$ cat src/rtl/core/ggc_pkg.sv
// Shared types and constants for the greedy graph coloring block.
package ggc_pkg;

    // default sizes
    localparam int MAX_NODES_DEF = 256;
    localparam int MAX_EDGES_DEF = 1024;

    // item kinds
    localparam logic [1:0] KIND_ADD   = 2'd0;
    localparam logic [1:0] KIND_RUN   = 2'd1;
    localparam logic [1:0] KIND_QUERY = 2'd2;

    // result status codes
    localparam logic [1:0] ST_OK        = 2'd0;
    localparam logic [1:0] ST_FULL      = 2'd1;
    localparam logic [1:0] ST_RANGE     = 2'd2;
    localparam logic [1:0] ST_UNCOLORED = 2'd3;

    // register map
    localparam logic [1:0] ADDR_NODE_COUNT  = 2'd0;
    localparam logic [8:0] NODE_COUNT_RESET = 9'd1;

    // controller to datapath commands
    typedef struct packed {
        logic add;
        logic nop;
        logic run_init;
        logic run_empty;
        logic scan;
        logic search;
        logic run_finish;
        logic query;
        logic query_reply;
    } ggc_cmd_t;

    // datapath to controller status
    typedef struct packed {
        logic scan_done;
        logic found;
        logic last;
        logic n_zero;
    } ggc_sts_t;

endpackage

$ cat src/rtl/core/ggc_ctrl.sv
// Controller state machine for the greedy graph coloring block.
module ggc_ctrl (
    input  logic              clk,
    input  logic              rst_n,
    input  logic              start,
    input  logic [1:0]        kind,
    input  ggc_pkg::ggc_sts_t sts,
    output ggc_pkg::ggc_cmd_t cmd,
    output logic              busy
);
    import ggc_pkg::*;

    typedef enum logic [3:0] {
        S_IDLE   = 4'b0001,
        S_QUERY  = 4'b0010,
        S_SCAN   = 4'b0100,
        S_SEARCH = 4'b1000
    } state_t;

    state_t state_reg, state_next;

    // next state and commands
    always_comb
    begin
        state_next = state_reg;
        cmd        = '0;
        case (state_reg)
            S_IDLE:
            begin
                if (start)
                begin
                    case (kind)
                        KIND_ADD:
                        begin
                            cmd.add = 1'b1;
                        end
                        KIND_RUN:
                        begin
                            if (sts.n_zero)
                            begin
                                cmd.run_empty = 1'b1;
                            end
                            else
                            begin
                                cmd.run_init = 1'b1;
                                state_next   = S_SCAN;
                            end
                        end
                        KIND_QUERY:
                        begin
                            cmd.query  = 1'b1;
                            state_next = S_QUERY;
                        end
                        default:
                        begin
                            cmd.nop = 1'b1;
                        end
                    endcase
                end
            end
            S_QUERY:
            begin
                cmd.query_reply = 1'b1;
                state_next      = S_IDLE;
            end
            S_SCAN:
            begin
                cmd.scan = 1'b1;
                if (sts.scan_done)
                begin
                    state_next = S_SEARCH;
                end
            end
            S_SEARCH:
            begin
                cmd.search = 1'b1;
                if (sts.found && sts.last)
                begin
                    cmd.run_finish = 1'b1;
                    state_next     = S_IDLE;
                end
                else if (sts.found)
                begin
                    state_next = S_SCAN;
                end
            end
            default:
            begin
                state_next = S_IDLE;
            end
        endcase
    end

    always_ff @(posedge clk or negedge rst_n)
    begin
        if (!rst_n)
        begin
            state_reg <= S_IDLE;
        end
        else
        begin
            state_reg <= state_next;
        end
    end

    assign busy = (state_reg != S_IDLE);

endmodule

$ cat config.mk
export PLATFORM = sky130hd
export DESIGN_NAME = ggc_ctrl
export DESIGN_NICKNAME = d
export VERILOG_FILES = /design/src/rtl/core/ggc_pkg.sv /design/src/rtl/core/ggc_ctrl.sv
export SDC_FILE = /design/constraint.sdc
export NUM_CORES = 1
export LEC_CHECK = 0
export BUFFER_PORTS_ARGS = -buffer_cell sky130_fd_sc_hd__buf_2
export CAP_MARGIN = 20
export CORE_AREA = 2 2 39 41
export DETAILED_ROUTE_END_ITERATION = 6
export DIE_AREA = 0 0 41 43
export SLEW_MARGIN = 0
export SYNTH_ARGS = -nofsm -noshare
export SYNTH_HDL_FRONTEND = slang
export SYNTH_SLANG_ARGS = --single-unit
$ cat constraint.sdc
create_clock -name clk -period 1.6 [get_ports clk]
set_clock_uncertainty 0.1 [all_clocks]
set_input_delay 0 -clock clk [delete_from_list [all_inputs] [get_ports clk]]
set_output_delay 0 -clock clk [all_outputs]
set_load 0.05 [all_outputs]
==> metrics.md <==
| Metric | Value |
|---|---|
| Worst EP required | `1.50 ns` |
| CTS H-tree depth | `1` |
| Fraction of layout cells with a size suffix above 1 | `61.6%` |
| Critical path endpoint category | `primary output` |
| Final hold vios | `0` |
| # setup viols final | `3` |
| Synth-to-Final Area Change | `105%` |
| Most common cell after layout, fill and taps aside | `buf_4` |
| Register area | `101 um^2` |
| Hold Crit Class | `in -> reg` |
| Synth cell types | `24` |
| Pins Over Slew Limit | `0` |
| GR Util All Layers | `12.2%` |
| P_leak | `0.327 nW` |
| Pwr dens | `1200 nW/um^2` |
| Maximum capacitance violations | `0` |
| Vias | `419` |
| Kind of critical path | `reg -> out` |
| Peak supply drop | `0.603 mV` |
| Die Area | `1760 um^2` |
| Layout Nets | `83` |
| Setup crit start | `state_reg[0]` |
| Synthesis Warnings | `0` |
| FF+latch count, synth | `4` |
| Syn_nets | `48` |
| Core area | `1380 um^2` |
| Die height | `43 um` |
| Total Wirelength | `952 um` |
| DP Wirelength | `701 um` |
| Maximum clock frequency | `0.571 GHz` |
| Grt total ovfl | `0` |
| Io pins | `19` |
| First DRT Iteration DRCs | `6` |
| Clk slew on worst S/H paths | `0.04 ns` |
| First-pass GRT wire length | `1530 um` |
| Starting density of the core | `24.1%` |
| Skew-Pair Late Insertion Delay | `0.23 ns` |
| Mapped Area | `333 um^2` |
| Row count | `14` |
| Register area share after synthesis | `30.5%` |
| Status | `finished with violations` |
| Worst Tran Pin Value | `0.250 ns` |
| CTS Buf Count | `3` |
| Final worst setup slack | `-0.152 ns` |
| RSZ-0062 raised after global routing | `true` |
| DRC violations left | `0` |
| Syn Area/Cell | `8.53 um^2` |
| Vias/cell | `4.71` |
| Chip width | `41 um` |
| RePlAce Congestion | `0.621` |
| ANT cells | `0` |
| CTS tree | `yes` |
| First-pass DRT Iterations | `4` |
| IO Port Bufs | `18` |
| Initial antenna violation count | `0` |
| CP max FO | `5` |
| Post-DP Area | `537 um^2` |
| Layout fillers | `155` |
| Largest register FFs | `4` |
| Arrival time at the worst endpoint | `1.65 ns` |
| Final period utilization | `110%` |
| CTS root buffer | `clkbuf_4` |
| Area of the multi-input gates | `303 um^2` |
| Most frequent cells in the layout | `buf_4, buf_2, clkbuf_4` |
| Worst-case hold slack | `0.0137 ns` |
| Slew headroom | `83.4%` |
| Final Cell Area | `682 um^2` |
| Max clock buf depth | `2` |
| Synth Instances | `39` |
| Number of global-route vias before repair | `400` |
| Min-Delay Startpoint | `sts[3]` |
| Clk sinks | `4` |
| Failing checks | `negative setup slack` |
| Reg-to-Reg Start | `state_reg[0]` |
| Setup crit start kind | `flop` |
| Routed Antenna Nets | `0` |
| Wire per inst | `10.7 um` |
| Pin count of the biggest net entering global routing | `8` |
| Min cycle time layout | `1.75 ns` |
## per-layer routing
layer	GRT usage [%]	wire length [um]	up-vias
li1	-	-	212
met3	3.14	57	0
met2	20.9	490	14
met4	0	0	0
met5	0	0	-
met1	15.6	404	193
## cell type report
| type | instances | area share, % |
|---|---|---|
| Multi-Input combinational cell | 33 | 44.4 |
| Timing Repair Buffer | 30 | 32.8 |
| Sequential cell | 4 | 14.9 |
| Clock buffer | 4 | 3.85 |
| Tap cell | 16 | 2.94 |
| Inverter | 2 | 1.10 |
## per-stage QoR
step	setup TNS, ns	total power, W	setup slack, ns	cells	util, %
after floorplan	-1.30	0.000420	-0.478	39	-
after global placement	0	0.000548	0.00848	79	38.8
after detailed placement	-0.0297	0.000548	-0.0297	79	38.8
after CTS	-0.265	0.000804	-0.126	89	47.2
after global routing	-0.662	0.000874	-0.239	89	49.3
final	-0.301	0.000818	-0.152	89	49.3
## logic make-up after synthesis
family	share of synthesized area (%)
buffers and inverters	2.26
flip-flops	30.5
AND/OR/NAND/NOR	48.1
AO/OA/AOI/OAI	19.2
## cells in the mapped netlist
master	instances	area share, %
nor2_1	5	5.6
dfrtp_1	3	23
nand2_1	3	3.4
nor3_1	3	4.5
a21oi_1	2	3.0
a22o_1	2	5.3
inv_1	2	2.3
nor2b_1	2	3.8
nor4b_1	2	5.3
a21o_1	1	2.3
a22oi_1	1	2.3
and2_1	1	1.9
dfstp_2	1	7.9
nand2b_1	1	1.9
nand3_1	1	1.5
nor3b_1	1	2.3
nor3b_2	1	3.8
nor4_1	1	1.9
nor4b_4	1	7.1
o21ai_1	1	1.5
o21bai_1	1	2.3
o2bb2ai_1	1	2.6
or2b_1	1	2.3
or4b_1	1	3.0
## report_power, final
part	switching, W	internal (W)	total, W
Combinational	0.000282	0.000257	0.000539
Sequential	0.0000184	0.000126	0.000144
Clock	0.0000406	0.0000936	0.000134
Total	0.000341	0.000477	0.000818
## critical path, stage by stage, from the launching register on
cell	delay, ns
dfstp_2	0.52
nor4b_4	0.19
buf_4	0.18
nand2_4	0.08
nor4b_2	0.22
buf_4	0.23
## worst paths after layout
path / cells past startpoint / endpoint / slack (ns)
setup / recovery: 5 / cmd[6] / -0.15
hold / removal: 3 / state_reg[3] / 0.01
setup reg to reg: 5 / state_reg[2] / 0.11
hold reg to reg: 2 / state_reg[3] / 0.55
max in group asynchronous: 3 / state_reg[3] / 0.69
min in group asynchronous: 2 / state_reg[0] / 0.14
## what timing repair did
| item | 4_1_cts | 5_1_grt |
|---|---|---|
| pin swaps | 0 | 4 |
| buffers inserted | 4 | 0 |
| endpoints found under the hold margin | 4 | 0 |
| endpoints found under the setup margin | 6 | 8 |
| hold buffers | 2 | 0 |
| gates resized for setup | 11 | 10 |
Power figures use the tool's default switching activity.
